### config.mk
export PLATFORM = sky130hd
export DESIGN_NAME = lz_byte_stream_decompressor_top
export DESIGN_NICKNAME = d
export VERILOG_FILES = /design/src/rtl/lzbsd_pkg.sv /design/src/rtl/lz_byte_stream_decompressor_top.sv /design/src/rtl/lzbsd_front.sv /design/src/rtl/lzbsd_queue.sv /design/src/rtl/lzbsd_back.sv
export SDC_FILE = /design/constraint.sdc
export NUM_CORES = 2
export LEC_CHECK = 0
export BUFFER_PORTS_ARGS = -buffer_cell sky130_fd_sc_hd__buf_4
export CAP_MARGIN = 30
export CORE_MARGIN = 2
export CORE_UTILIZATION = 50
export CTS_BUF_LIST = sky130_fd_sc_hd__clkbuf_8
export DETAILED_ROUTE_END_ITERATION = 8
export PLACE_DENSITY = 0.65
export SLEW_MARGIN = 20
export SYNTH_ARGS = -nofsm -noshare
export SYNTH_HDL_FRONTEND = slang
export SYNTH_HIERARCHICAL = 1
export SYNTH_MEMORY_MAX_BITS = 65536
export SYNTH_SLANG_ARGS = --single-unit
### constraint.sdc
create_clock -name clock -period 7.25 [get_ports clock]
set_input_delay 0.3625 -clock clock [delete_from_list [all_inputs] [get_ports clock]]
set_output_delay 0.3625 -clock clock [all_outputs]
set_load 0.01 [all_outputs]
### src/rtl/lzbsd_pkg.sv
// shared types, constants and command format for the lz byte stream decompressor
// used by every module of the block; depends on nothing
package lzbsd_pkg;

   // history window and output packing
   localparam int HIST_DEPTH  = 512;
   localparam int HIST_AW     = $clog2(HIST_DEPTH);
   localparam int OUT_LANES   = 4;
   localparam int LANES_USED  = (OUT_LANES > 4) ? 4 : ((OUT_LANES < 1) ? 1 : OUT_LANES);
   localparam int LANE_W      = (LANES_USED > 1) ? $clog2(LANES_USED) : 1;

   // command queue between front and back
   localparam int QUEUE_DEPTH = 4;
   localparam int QUEUE_AW    = $clog2(QUEUE_DEPTH);
   localparam int QUEUE_CW    = $clog2(QUEUE_DEPTH + 1);

   // control byte fields and count bases
   localparam logic [4:0]  NUM_MASK      = 5'h1F;
   localparam logic [15:0] LIT_BASE      = 16'd31;
   localparam logic [15:0] SHORT_BASE    = 16'd35;
   localparam logic [15:0] LONG_BASE     = 16'd32;
   localparam logic [15:0] LONG_SCALE_SH = 16'd2;   // times 4
   localparam logic [15:0] FILL_HI_SH    = 16'd5;   // times 32
   localparam logic [15:0] LONG_EXTRA    = 16'd2;

   // control codes in bits 7..6
   localparam logic [1:0] CODE_LIT   = 2'd0;
   localparam logic [1:0] CODE_SHORT = 2'd1;
   localparam logic [1:0] CODE_LONG  = 2'd2;
   localparam logic [1:0] CODE_FILL  = 2'd3;

   // result kinds
   localparam logic KIND_DATA = 1'b0;
   localparam logic KIND_FILL = 1'b1;

   typedef enum logic [2:0] {
      PH_CTRL,
      PH_LIT,
      PH_SHORT,
      PH_LONG,
      PH_FHI,
      PH_FSKIP,
      PH_FVAL
   } phase_type;

   typedef enum logic [1:0] {
      OP_LIT,
      OP_COPY,
      OP_FILL
   } op_type;

   typedef enum logic [2:0] {
      BK_IDLE,
      BK_LIT,
      BK_FILL,
      BK_SWEEP,
      BK_COPY_RD,
      BK_COPY_WR
   } back_state_type;

   // one unit of work for the back part
   typedef struct packed {
      op_type      op;
      logic [7:0]  value;      // literal byte or fill value
      logic [8:0]  distance;   // copy distance
      logic [15:0] count;      // clamped byte count
      logic [23:0] base;       // bytes produced before this command
      logic        done;       // command brings produced to out_length
   } cmd_type;

   typedef struct packed {
      logic not_empty;
      logic not_full;
   } q_status_type;

endpackage

### src/rtl/lz_byte_stream_decompressor_top.sv
// top level of the lz byte stream decompressor: length register, front, queue, back
// depends on lzbsd_pkg, lzbsd_front, lzbsd_queue, lzbsd_back
//
// channel   direction  handshake              payload
// req       in         req_tvalid/req_tready  tdata: in_byte; tuser: start_req
// rsp       out        rsp_tvalid/rsp_tready  tdata: data, length, done_res; tuser: kind;
//                                             tlast: last_of_run
// csr       in         csr_wr_en              csr_wr_data: out_length
//
// front: one request per cycle while the queue has room; header bytes cost that cycle only
// back: a literal passes BK_IDLE, then BK_LIT; a copy, after BK_IDLE, does per byte a history read, then a write
// back: a fill gives its result, then sweeps min(length, 512) bytes into history, one history write per cycle
// reset is synchronous and clears control state; history is not swept after reset or start
// bytes of an earlier stream are never read back, such distances read as zero
// a stalled result holds the back only; the front takes requests until the queue fills
module lz_byte_stream_decompressor_top (
   input  logic        clock,
   input  logic        reset,
   // request channel
   input  logic        req_tvalid,
   output logic        req_tready,
   input  logic [7:0]  req_tdata,   // [7:0] in_byte
   input  logic        req_tuser,   // [0] start_req
   // result channel
   output logic        rsp_tvalid,
   input  logic        rsp_tready,
   output logic [55:0] rsp_tdata,   // [31:0] data, [47:32] length, [48] done_res, rest zero
   output logic        rsp_tuser,   // [0] kind
   output logic        rsp_tlast,   // last_of_run
   // configuration
   input  logic        csr_wr_en,
   input  logic [23:0] csr_wr_data  // out_length
);
   import lzbsd_pkg::*;

   logic [23:0]  out_length_ff, out_length_in;
   logic         accept;
   logic         push;
   cmd_type      push_cmd;
   cmd_type      head;
   q_status_type q_status;
   logic         pop;
   logic [31:0]  rsp_data;
   logic [15:0]  rsp_len;
   logic         rsp_done;

   // output length register
   assign out_length_in = csr_wr_en ? csr_wr_data : out_length_ff;

   always_ff @(posedge clock) begin
      if (reset) begin
         out_length_ff <= '0;
      end else begin
         out_length_ff <= out_length_in;
      end
   end

   assign req_tready = q_status.not_full;
   assign accept     = req_tvalid && req_tready;

   lzbsd_front u_front (
      .clock      (clock),
      .reset      (reset),
      .accept     (accept),
      .in_byte    (req_tdata),
      .start_req  (req_tuser),
      .out_length (out_length_ff),
      .push       (push),
      .cmd        (push_cmd)
   );

   lzbsd_queue u_queue (
      .clock    (clock),
      .reset    (reset),
      .push     (push),
      .push_cmd (push_cmd),
      .pop      (pop),
      .head     (head),
      .status   (q_status)
   );

   lzbsd_back u_back (
      .clock      (clock),
      .reset      (reset),
      .head       (head),
      .head_valid (q_status.not_empty),
      .pop        (pop),
      .rsp_valid  (rsp_tvalid),
      .rsp_ready  (rsp_tready),
      .rsp_kind   (rsp_tuser),
      .rsp_data   (rsp_data),
      .rsp_len    (rsp_len),
      .rsp_last   (rsp_tlast),
      .rsp_done   (rsp_done)
   );

   // result packing
   assign rsp_tdata = {7'd0, rsp_done, rsp_len, rsp_data};

endmodule

### src/rtl/lzbsd_front.sv
// front part: parses control bytes, clamps counts and issues commands
// depends on lzbsd_pkg
module lzbsd_front (
   input  logic                 clock,
   input  logic                 reset,
   input  logic                 accept,
   input  logic [7:0]           in_byte,
   input  logic                 start_req,
   input  logic [23:0]          out_length,
   output logic                 push,
   output lzbsd_pkg::cmd_type   cmd
);
   import lzbsd_pkg::*;

   phase_type   phase_ff, phase_in;
   logic [4:0]  pending_ff, pending_in;
   logic [4:0]  held_num_ff, held_num_in;
   logic        held_flag_ff, held_flag_in;
   logic [7:0]  fill_high_ff, fill_high_in;
   logic [23:0] produced_ff, produced_in;

   phase_type   eff_phase;
   logic [4:0]  eff_pending;
   logic [23:0] eff_prod;
   logic [23:0] rem;
   logic        active;
   logic [15:0] raw_cnt;
   logic        clip;
   logic [15:0] base_len;

   // state registers
   always_ff @(posedge clock) begin
      if (reset) begin
         phase_ff     <= PH_CTRL;
         pending_ff   <= '0;
         held_num_ff  <= '0;
         held_flag_ff <= 1'b0;
         fill_high_ff <= '0;
         produced_ff  <= '0;
      end else begin
         phase_ff     <= phase_in;
         pending_ff   <= pending_in;
         held_num_ff  <= held_num_in;
         held_flag_ff <= held_flag_in;
         fill_high_ff <= fill_high_in;
         produced_ff  <= produced_in;
      end
   end

   // start of stream clears position and parse state before the byte is used
   assign eff_phase   = start_req ? PH_CTRL : phase_ff;
   assign eff_pending = start_req ? 5'd0 : pending_ff;
   assign eff_prod    = start_req ? 24'd0 : produced_ff;
   assign rem         = out_length - eff_prod;
   assign active      = eff_prod < out_length;
   assign base_len    = LONG_BASE - 16'(held_num_ff);

   // raw byte count of the command this byte completes
   always_comb begin
      unique case (eff_phase)
         PH_SHORT: raw_cnt = SHORT_BASE - 16'(held_num_ff);
         PH_LONG:  raw_cnt = (base_len << LONG_SCALE_SH) + (held_flag_ff ? LONG_EXTRA : 16'd0);
         PH_FVAL:  raw_cnt = (base_len + (16'(fill_high_ff) << FILL_HI_SH)) << LONG_SCALE_SH;
         default:  raw_cnt = 16'd1;
      endcase
   end

   // clamp to the bytes left before out_length
   assign clip = {8'd0, raw_cnt} >= rem;

   // next parse state and command
   always_comb begin
      phase_in     = phase_ff;
      pending_in   = pending_ff;
      held_num_in  = held_num_ff;
      held_flag_in = held_flag_ff;
      fill_high_in = fill_high_ff;
      produced_in  = produced_ff;
      push         = 1'b0;
      cmd.op       = OP_LIT;
      cmd.value    = in_byte;
      cmd.distance = '0;
      cmd.count    = clip ? rem[15:0] : raw_cnt;
      cmd.base     = eff_prod;
      cmd.done     = clip;
      if (accept) begin
         phase_in    = eff_phase;
         pending_in  = eff_pending;
         produced_in = eff_prod;
         if (active) begin
            unique case (eff_phase)
               PH_CTRL: begin
                  held_flag_in = in_byte[5];
                  held_num_in  = in_byte[4:0] & NUM_MASK;
                  unique case (in_byte[7:6])
                     CODE_LIT: begin
                        pending_in = 5'(LIT_BASE) - (in_byte[4:0] & NUM_MASK);
                        phase_in   = (pending_in != 5'd0) ? PH_LIT : PH_CTRL;
                     end
                     CODE_SHORT: phase_in = PH_SHORT;
                     CODE_LONG:  phase_in = PH_LONG;
                     CODE_FILL:  phase_in = in_byte[5] ? PH_CTRL : PH_FHI;
                     default:    phase_in = PH_CTRL;
                  endcase
               end
               PH_LIT: begin
                  push        = 1'b1;
                  cmd.op      = OP_LIT;
                  pending_in  = eff_pending - 5'd1;
                  phase_in    = (eff_pending == 5'd1) ? PH_CTRL : PH_LIT;
                  produced_in = clip ? out_length : eff_prod + 24'(raw_cnt);
               end
               PH_SHORT: begin
                  push         = 1'b1;
                  cmd.op       = OP_COPY;
                  cmd.distance = {held_flag_ff, in_byte};
                  phase_in     = PH_CTRL;
                  produced_in  = clip ? out_length : eff_prod + 24'(raw_cnt);
               end
               PH_LONG: begin
                  push         = 1'b1;
                  cmd.op       = OP_COPY;
                  cmd.distance = {in_byte, 1'b0};
                  phase_in     = PH_CTRL;
                  produced_in  = clip ? out_length : eff_prod + 24'(raw_cnt);
               end
               PH_FHI: begin
                  fill_high_in = in_byte;
                  phase_in     = PH_FSKIP;
               end
               PH_FSKIP: phase_in = PH_FVAL;
               PH_FVAL: begin
                  push        = 1'b1;
                  cmd.op      = OP_FILL;
                  phase_in    = PH_CTRL;
                  produced_in = clip ? out_length : eff_prod + 24'(raw_cnt);
               end
               default: phase_in = PH_CTRL;
            endcase
         end
      end
   end

endmodule

### src/rtl/lzbsd_queue.sv
// short command queue between front and back parts
// depends on lzbsd_pkg
module lzbsd_queue (
   input  logic                    clock,
   input  logic                    reset,
   input  logic                    push,
   input  lzbsd_pkg::cmd_type      push_cmd,
   input  logic                    pop,
   output lzbsd_pkg::cmd_type      head,
   output lzbsd_pkg::q_status_type status
);
   import lzbsd_pkg::*;

   cmd_type               entries_ff [QUEUE_DEPTH];
   logic [QUEUE_AW-1:0]   wr_ptr_ff, wr_ptr_in;
   logic [QUEUE_AW-1:0]   rd_ptr_ff, rd_ptr_in;
   logic [QUEUE_CW-1:0]   count_ff, count_in;

   // pointers and fill level
   always_comb begin
      wr_ptr_in = push ? wr_ptr_ff + 1'b1 : wr_ptr_ff;
      rd_ptr_in = pop ? rd_ptr_ff + 1'b1 : rd_ptr_ff;
      count_in  = count_ff + QUEUE_CW'(push) - QUEUE_CW'(pop);
   end

   always_ff @(posedge clock) begin
      if (reset) begin
         wr_ptr_ff <= '0;
         rd_ptr_ff <= '0;
         count_ff  <= '0;
      end else begin
         wr_ptr_ff <= wr_ptr_in;
         rd_ptr_ff <= rd_ptr_in;
         count_ff  <= count_in;
      end
   end

   // entry storage
   always_ff @(posedge clock) begin
      if (push) begin
         entries_ff[wr_ptr_ff] <= push_cmd;
      end
   end

   assign head             = entries_ff[rd_ptr_ff];
   assign status.not_empty = count_ff != '0;
   assign status.not_full  = count_ff != QUEUE_CW'(QUEUE_DEPTH);

`ifndef SYNTHESIS
   a_no_overflow: assert property (@(posedge clock) disable iff (reset)
      push |-> (count_ff != QUEUE_CW'(QUEUE_DEPTH) || pop))
      else $error("command pushed into full queue");
   a_no_underflow: assert property (@(posedge clock) disable iff (reset)
      pop |-> count_ff != '0)
      else $error("command popped from empty queue");
   a_count_bound: assert property (@(posedge clock) disable iff (reset)
      count_ff <= QUEUE_CW'(QUEUE_DEPTH))
      else $error("queue fill level out of range");
`endif

endmodule

### src/rtl/lzbsd_back.sv
// back part: history memory, copy and fill engine, result register
// depends on lzbsd_pkg
module lzbsd_back (
   input  logic                  clock,
   input  logic                  reset,
   input  lzbsd_pkg::cmd_type    head,
   input  logic                  head_valid,
   output logic                  pop,
   output logic                  rsp_valid,
   input  logic                  rsp_ready,
   output logic                  rsp_kind,
   output logic [31:0]           rsp_data,
   output logic [15:0]           rsp_len,
   output logic                  rsp_last,
   output logic                  rsp_done
);
   import lzbsd_pkg::*;

   logic [7:0] history_mem [HIST_DEPTH];

   back_state_type    state_ff, state_in;
   logic [7:0]        val_ff, val_in;
   logic [8:0]        dist_ff, dist_in;
   logic [15:0]       cnt_ff, cnt_in;
   logic [23:0]       pos_ff, pos_in;
   logic              done_ff, done_in;
   logic [31:0]       word_ff, word_in;
   logic [LANE_W-1:0] lane_ff, lane_in;
   logic              rd_zero_ff, rd_zero_in;
   logic [7:0]        rd_data_ff;

   logic              rsp_valid_ff, rsp_valid_in;
   logic              rsp_kind_ff, rsp_kind_in;
   logic [31:0]       rsp_data_ff, rsp_data_in;
   logic [15:0]       rsp_len_ff, rsp_len_in;
   logic              rsp_last_ff, rsp_last_in;
   logic              rsp_done_ff, rsp_done_in;

   logic              out_free;
   logic              rd_en;
   logic [HIST_AW-1:0] rd_addr;
   logic              wr_en;
   logic [HIST_AW-1:0] wr_addr;
   logic [7:0]        wr_data;
   logic [7:0]        copy_byte;
   logic              last_byte;
   logic              emit_need;
   logic [31:0]       word_new;

   // control registers
   always_ff @(posedge clock) begin
      if (reset) begin
         state_ff     <= BK_IDLE;
         rsp_valid_ff <= 1'b0;
      end else begin
         state_ff     <= state_in;
         rsp_valid_ff <= rsp_valid_in;
      end
   end

   // working and result payload registers
   always_ff @(posedge clock) begin
      val_ff      <= val_in;
      dist_ff     <= dist_in;
      cnt_ff      <= cnt_in;
      pos_ff      <= pos_in;
      done_ff     <= done_in;
      word_ff     <= word_in;
      lane_ff     <= lane_in;
      rd_zero_ff  <= rd_zero_in;
      rsp_kind_ff <= rsp_kind_in;
      rsp_data_ff <= rsp_data_in;
      rsp_len_ff  <= rsp_len_in;
      rsp_last_ff <= rsp_last_in;
      rsp_done_ff <= rsp_done_in;
   end

   // history memory, one write and one registered read port
   always_ff @(posedge clock) begin
      if (wr_en) begin
         history_mem[wr_addr] <= wr_data;
      end
   end

   always_ff @(posedge clock) begin
      if (rd_en) begin
         rd_data_ff <= history_mem[rd_addr];
      end
   end

   assign out_free  = !rsp_valid_ff || rsp_ready;
   assign rd_addr   = pos_ff[HIST_AW-1:0] - HIST_AW'(dist_ff);
   assign wr_addr   = pos_ff[HIST_AW-1:0];
   assign copy_byte = rd_zero_ff ? 8'd0 : rd_data_ff;
   assign last_byte = cnt_ff == 16'd1;
   assign emit_need = last_byte || (lane_ff == LANE_W'(LANES_USED - 1));

   // copy byte placed in its lane
   always_comb begin
      word_new = word_ff;
      word_new[lane_ff * 8 +: 8] = copy_byte;
   end

   // sequencer: next state, memory strobes, result loading
   always_comb begin
      state_in     = state_ff;
      val_in       = val_ff;
      dist_in      = dist_ff;
      cnt_in       = cnt_ff;
      pos_in       = pos_ff;
      done_in      = done_ff;
      word_in      = word_ff;
      lane_in      = lane_ff;
      rd_zero_in   = rd_zero_ff;
      rsp_valid_in = rsp_valid_ff && !rsp_ready;
      rsp_kind_in  = rsp_kind_ff;
      rsp_data_in  = rsp_data_ff;
      rsp_len_in   = rsp_len_ff;
      rsp_last_in  = rsp_last_ff;
      rsp_done_in  = rsp_done_ff;
      pop          = 1'b0;
      rd_en        = 1'b0;
      wr_en        = 1'b0;
      wr_data      = val_ff;
      unique case (state_ff)
         BK_IDLE: begin
            if (head_valid) begin
               pop     = 1'b1;
               val_in  = head.value;
               dist_in = head.distance;
               cnt_in  = head.count;
               pos_in  = head.base;
               done_in = head.done;
               word_in = '0;
               lane_in = '0;
               unique case (head.op)
                  OP_LIT:  state_in = BK_LIT;
                  OP_COPY: state_in = BK_COPY_RD;
                  OP_FILL: state_in = BK_FILL;
                  default: state_in = BK_IDLE;
               endcase
            end
         end
         BK_LIT: begin
            if (out_free) begin
               wr_en        = 1'b1;
               rsp_valid_in = 1'b1;
               rsp_kind_in  = KIND_DATA;
               rsp_data_in  = {24'd0, val_ff};
               rsp_len_in   = 16'd1;
               rsp_last_in  = 1'b1;
               rsp_done_in  = done_ff;
               state_in     = BK_IDLE;
            end
         end
         BK_FILL: begin
            if (out_free) begin
               rsp_valid_in = 1'b1;
               rsp_kind_in  = KIND_FILL;
               rsp_data_in  = {24'd0, val_ff};
               rsp_len_in   = cnt_ff;
               rsp_last_in  = 1'b1;
               rsp_done_in  = done_ff;
               // only the newest window of fill bytes can ever be read back
               cnt_in       = (cnt_ff >= 16'(HIST_DEPTH)) ? 16'(HIST_DEPTH) : cnt_ff;
               state_in     = BK_SWEEP;
            end
         end
         BK_SWEEP: begin
            wr_en  = 1'b1;
            pos_in = pos_ff + 24'd1;
            cnt_in = cnt_ff - 16'd1;
            if (last_byte) begin
               state_in = BK_IDLE;
            end
         end
         BK_COPY_RD: begin
            // distance zero or before the stream start reads zero
            rd_en      = 1'b1;
            rd_zero_in = (dist_ff == 9'd0) || ({15'd0, dist_ff} > pos_ff);
            state_in   = BK_COPY_WR;
         end
         BK_COPY_WR: begin
            if (!emit_need || out_free) begin
               wr_en   = 1'b1;
               wr_data = copy_byte;
               pos_in  = pos_ff + 24'd1;
               cnt_in  = cnt_ff - 16'd1;
               if (emit_need) begin
                  rsp_valid_in = 1'b1;
                  rsp_kind_in  = KIND_DATA;
                  rsp_data_in  = word_new;
                  rsp_len_in   = 16'(lane_ff) + 16'd1;
                  rsp_last_in  = last_byte;
                  rsp_done_in  = last_byte && done_ff;
                  word_in      = '0;
                  lane_in      = '0;
               end else begin
                  word_in = word_new;
                  lane_in = lane_ff + 1'b1;
               end
               state_in = last_byte ? BK_IDLE : BK_COPY_RD;
            end
         end
         default: state_in = BK_IDLE;
      endcase
   end

   assign rsp_valid = rsp_valid_ff;
   assign rsp_kind  = rsp_kind_ff;
   assign rsp_data  = rsp_data_ff;
   assign rsp_len   = rsp_len_ff;
   assign rsp_last  = rsp_last_ff;
   assign rsp_done  = rsp_done_ff;

`ifndef SYNTHESIS
   a_write_after_read: assert property (@(posedge clock) disable iff (reset)
      (state_ff == BK_COPY_WR) |->
         ($past(state_ff) == BK_COPY_RD || $past(state_ff) == BK_COPY_WR))
      else $error("copy write without a preceding history read");
   a_data_len: assert property (@(posedge clock) disable iff (reset)
      (rsp_valid_ff && rsp_kind_ff == KIND_DATA) |->
         (rsp_len_ff != 16'd0 && rsp_len_ff <= 16'(LANES_USED)))
      else $error("data result with bad byte count");
   a_done_on_last: assert property (@(posedge clock) disable iff (reset)
      (rsp_valid_ff && rsp_done_ff) |-> rsp_last_ff)
      else $error("done flagged before the last result of a request");
`endif

endmodule

======== Word level (Yosys, flattened, before mapping) ========
Memory sizes are Yosys's and may differ from the RTL's. A register that Yosys moved wholly into a read port is not among the register bits.
Cells that the tools add are included.
storage, ports and cells
  memory bits (writable) .................. 4336
  register bits ........................... 225
  output and inout bits ................... 60
  logic and storage cells ................. 205
  memories ................................ 2
memories
  memory              depth  bits a word  rd ports  clocked after memory_dff  write ports  line               RTL
  u_back.history_mem  512    8            1         1                         1            lzbsd_back.sv:19   logic [7:0] history_mem [HIST_DEPTH];
  u_queue.entries_ff  4      60           1         1                         1            lzbsd_queue.sv:14  cmd_type entries_ff [QUEUE_DEPTH];
operators by class
  magnitude comparators ................... 4
  shifts and indexed selects .............. 2
  mux-type cells .......................... 92
  reductions and logical operators ........ 34
  equality and inequality tests ........... 28
  add/sub/neg operators ................... 18
operator list
  kind                       count
  $mux W32                   6
  $mux W16                   9
  $mux W24                   6
  $pmux W32 S2               2
  $pmux W16 S3               2
  $pmux W24 S3               1
  $pmux W16 S4               1
  $neg A5 Y34                1
  $shift A8 B34 Y32 const A  1
  $shiftx A8 B34 Y32         1
  $bwmux W32                 1
  $mux W3                    9
  $mux W1                    26
  $add A24 B1 Y24 const B    1
  $add A24 B16 Y24           1
  $ge A16 B24 Y1             1
  $gt A9 B24 Y1              1
  $lt A24 B24 Y1             1
  $mux W8                    3
  $pmux W3 S4                2
  $sub A24 B24 Y24           1
  $mux W9                    2
  $pmux W3 S6                1
  $pmux W9 S2                1
  44 further kinds           97

======== Depth between registers and ports, before layout ========
  depth after elaboration ................. 8
  mapped depth ............................ 25
  mapped depth without buffers ............ 19

======== Hierarchy ========
The synthesis kept the hierarchy.
by module, submodules not included
  module                           area an instance (um^2)  sequential area each (um^2)  cells each  times used
  lzbsd_back                       167001.4                 127642.4                     7896        1
  lzbsd_queue                      9162.5                   7387.1                       356         1
  lzbsd_front                      6110.9                   920.9                        853         1
  lz_byte_stream_decompressor_top  939.7                    480.5                        87          1

======== Least setup slack after synthesis ========
OpenSTA, ideal clock, no wires.
  path kind ............................... register -> register
  from .................................... register u_back.cnt_ff[10]
  to ...................................... memory u_back.history_mem[0][0] (data pin)
  stages on the path, launching flop included .. 7
  arrival time ............................ 5.493 ns
  setup time .............................. 0.914 ns
  required time ........................... 6.336 ns
  path buffers ............................ 0
  slack ................................... 0.843 ns
  period minus slack after synthesis ...... 6.407 ns
  path through ............................ edfxtp_1 or4_4 nor4_2 a41oi_1 or2_2 nand2_1 mux2_2
between the ends
  word-level cells in the longest chain between the ends .. 6
RTL lines
  what                    line               RTL
  from (decl)             lzbsd_back.sv:24   logic [15:0] cnt_ff, cnt_in;
  from (signal assigned)  lzbsd_back.sv:65   cnt_ff <= cnt_in;
  $eq A16 B1 Y1           lzbsd_back.sv:95   assign last_byte = cnt_ff == 16'd1;
  $logic_or A1 B1 Y1      lzbsd_back.sv:96   assign emit_need = last_byte || (lane_ff == LANE_W'(LANES_USED - 1));
  $logic_not A1 Y1        lzbsd_back.sv:184  if (!emit_need || out_free) begin
  $logic_or A1 B1 Y1      lzbsd_back.sv:184
  $mux W8                 lzbsd_back.sv:184
  $mux W8                 lzbsd_back.sv:125  unique case (state_ff)
  via u_back.wr_data[0]   lzbsd_back.sv:44   logic [7:0] wr_data;
  to (decl)               lzbsd_back.sv:19
The timed path passes the listed nets, and every way through them passes these cells.

======== Worst setup path in the final report ========
  from .................................... register u_back.pos_ff[0]
  to ...................................... register u_back.rd_data_ff[0] (read register of u_back.history_mem) (data pin)
between the ends
  word-level cells in the longest chain between the ends .. 1
RTL lines
  what                    line              RTL
  from (decl)             lzbsd_back.sv:25  logic [23:0] pos_ff, pos_in;
  from (signal assigned)  lzbsd_back.sv:66  pos_ff <= pos_in;
  $sub A9 B9 Y9           lzbsd_back.sv:92  assign rd_addr = pos_ff[HIST_AW-1:0] - HIST_AW'(dist_ff);
  to (decl)               lzbsd_back.sv:30  logic [7:0] rd_data_ff;
No other way between the ends.
A chain may end at the register's enable or synchronous reset.

==> qor.yml <==
htreeDepth: 6
syn_inst: 9192
clk_path_buf_depth: 4
crit_path_max_fanout: 88
worstHoldPathType: "in -> reg"
ys_ff_latch: 4571
finalHoldViolCount: 0
grt_pass1_wl_um: 679200
relSlewSlack_pct: 22.24
nNetsFinal: 10020
setup_viol: 0
viasPerCell: 6.252
clock_sinks: 4571
cts_tree: "done"
drive_gt1_share_pct: 24.80
fillers: 27010
synth_edf_count: 4488
root_buffer: "clkbuf_8"
worstMarginPinSlew_ns: 1.166
cts_made_buffers: 704
synth.avg_cell_area_sq_um: 19.93
rsz0062_at_grt: "false"
fin_worst_skew_ns: 0.1067
max_stage_delay_ns: 1.09
crit_chain: "inv_1 -> ha_1 -> fa_4 -> buf_16 -> buf_12 -> mux4_2 -> nand2_1 -> a32o_1 -> a221o_1 -> o211ai_1 -> nand4_1 -> nor4_1"
timing.final.crit_share_pct: 76.36
outcome: "completed"
drv_cap: 0
synth_top_area_share_pct: 73.56
row_count: 222
route.detailed.drc: 0
ys_types: 101
antenna_found_initial: 20
startpoint_type: "flip-flop"
synth_most_common_cell: "edfxtp_1"
antenna_left: 0
place.gp.congestion: 0.8917
detail_route.first_pass.iterations: 7
syn_to_final_growth_pct: 11.65
grt_pass1_vias: 96170
synthFlopType: "edfxtp_1"
grt_max_degree: 216
worst-path-buf-inv: 3
fp.dieW_um: 609.3
cts_resized: 0
yosys-top-cells-area: "edfxtp_1 74%, mux4_2 15%, nor2_1 1.5%"
synth_area_sq_um: 183200
arrival_ns: 6.53
grt_overflow: 0
async_reset_ff_share_pct: 0
portBuffers: 90
drv_slew: 0
period_minus_slack_ns: 5.536
fmax_mhz: 180.6
critPathKind: "reg -> reg"
die-area_sq_um: 371300
cpMaxStageDelayCell: "fa_4"
synth_top_cell_by_area: "edfxtp_1"
routed-via-count: 95460
seq_area_frac_synth_pct: 74.47
yosysWarnings: 6
core_region_area_sq_um: 365300
boundaryPins: 98
dp_hpwl_um: 284500
critPathTopFamily: "compound AO/OA/AOI/OAI gates"
wl_per_cell_um: 30.88
fin_setup_tns_ns: 0
critPathRequiredTime_ns: 8.25
cp-end-kind: "flip-flop"
die_h_um: 609.3
clkSlewWorstSetupHoldPaths_ns: 0.07
start_util_pct: 50.16
drtIter0Drc: 12150
clock_latency_ns: 1.25
routed_wl_um: 471600
grt_usage_pct: 25.15
synth_commonest_cells: "4488 x edfxtp_1, 1203 x mux4_2, 740 x nor2_1, 553 x nand2_1, 200 x clkbuf_1"
[per-stage QoR]
stage                     setup WS, ns  hold WS, ns  util [%]  area (sq um)  cells
after floorplan                 0.8435       0.4187         -        183200   9198
after global placement          0.9349       0.4699     52.02        190000  13840
after detailed placement         1.727       0.4569     52.11        190300  13860
after CTS                        1.872      0.03012     55.95        204400  15240
after global routing             1.575       0.1322     56.00        204500  15260
final                            1.714       0.1641     56.00        204600  15270
[metal layers]
| metal | vias up | global-route usage, % | wire (um) |
|---|---|---|---|
| li1 | 39120 | - | - |
| met1 | 50390 | 35.43 | 186000 |
| met2 | 5090 | 39.66 | 224300 |
| met3 | 863 | 4.900 | 43920 |
| met4 | 2 | 8.686 | 17340 |
| met5 | - | 0.2712 | 13 |
[worst paths after layout]
check,start,to,slack [ns],cells after the start
worst min register to register,u_front/produced_ff[6]$_SDFFE_PP0P_,u_front/produced_ff[6]$_SDFFE_PP0P_,0.47,2
worst max register to register,u_back/pos_ff[0]$_DFFE_PP_,u_back/rd_data_ff[0]$_DFFE_PN_,1.71,12
worst min-delay path,rsp_tready,u_back/rsp_valid$_SDFF_PP0_,0.16,4
worst max-delay path,u_back/pos_ff[0]$_DFFE_PP_,u_back/rd_data_ff[0]$_DFFE_PN_,1.71,12
[worst register-to-register path, cell delays in order (launching register included)]
cell and delay [ns]:
edfxtp_1 0.50, inv_1 0.16, ha_1 0.22, fa_4 1.09, buf_16 0.32, buf_12 0.44
mux4_2 0.51, nand2_1 0.06, a32o_1 0.32, a221o_1 0.34, o211ai_1 0.89, nand4_1 0.19
nor4_1 0.30
[placed cells by master (no fill, tap or decap), drive strengths merged, types with 15 or more instances in the layout]
master	count
a2111oi	16
a211oi	16
a21o	18
a21oi	127
a221oi	15
a22oi	19
a31oi	38
a32oi	57
and2	19
and3	44
buf	398
bufinv	15
clkbuf	719
clkinv	268
dfxtp	83
dlygate4sd3	116
edfxtp	4488
ha	100
inv	342
mux2	16
mux2i	148
mux4	1215
nand2	555
nand2b	41
nand3	197
nand4	66
nor2	743
nor2b	56
nor3	75
nor4	30
o211ai	24
o21ai	111
xnor2	49
xor2	35
[cell type report]
class | count | area (sq um) | share of cell area, %
antenna | 13 | 32.53 | 0.01590
clock buffer | 717 | 9868 | 4.824
clock inverter | 550 | 3025 | 1.479
inverter | 82 | 307.8 | 0.1505
multi-input combinational | 4003 | 43730 | 21.38
sequential | 4571 | 136400 | 66.70
tap | 4816 | 6026 | 2.946
timing repair buffer | 517 | 5131 | 2.508
[sequential cells by signal, summed over array words and instances, names as in the netlist, 3 cells and up, named ones only]
| register | count |
|---|---|
| u_back/history_mem | 4096 |
| u_queue/entries_ff | 240 |
| u_back/rsp_data | 32 |
| u_back/word_ff | 32 |
| out_length_ff | 24 |
| u_back/pos_ff | 24 |
| u_front/produced_ff | 24 |
| u_back/cnt_ff | 16 |
| u_back/rsp_len | 16 |
| u_back/dist_ff | 9 |
| u_back/rd_data_ff | 8 |
| u_back/val_ff | 8 |
| u_front/fill_high_ff | 8 |
| u_front/held_num_ff | 5 |
| u_front/pending_ff | 5 |
| u_back/state_ff | 3 |
| u_front/phase_ff | 3 |
| u_queue/count_ff | 3 |
[kinds of logic after synthesis]
group                      count (synthesis)  share of synthesized area (%)
DFF                                     4571                          74.47
adders and majority gates                104                         0.7266
AOI/OAI and AO/OA                        552                          2.072
buffers and inverters                    624                          1.907
xor gates and xnor gates                  85                         0.4145
muxes                                   1379                          15.87
and+or+nand+nor                         1876                          4.545
other                                      1                       0.002047
[timing repair]
| action | in CTS | in global routing |
|---|---|---|
| hold buffers | 116 | 0 |
| hold endpoints to repair | 249 | 0 |
| buffers inserted | 0 | 0 |
Power is left out: the tool's default activity adds up to more than one toggle a clock period on the data nets, which glitch-free logic cannot reach.
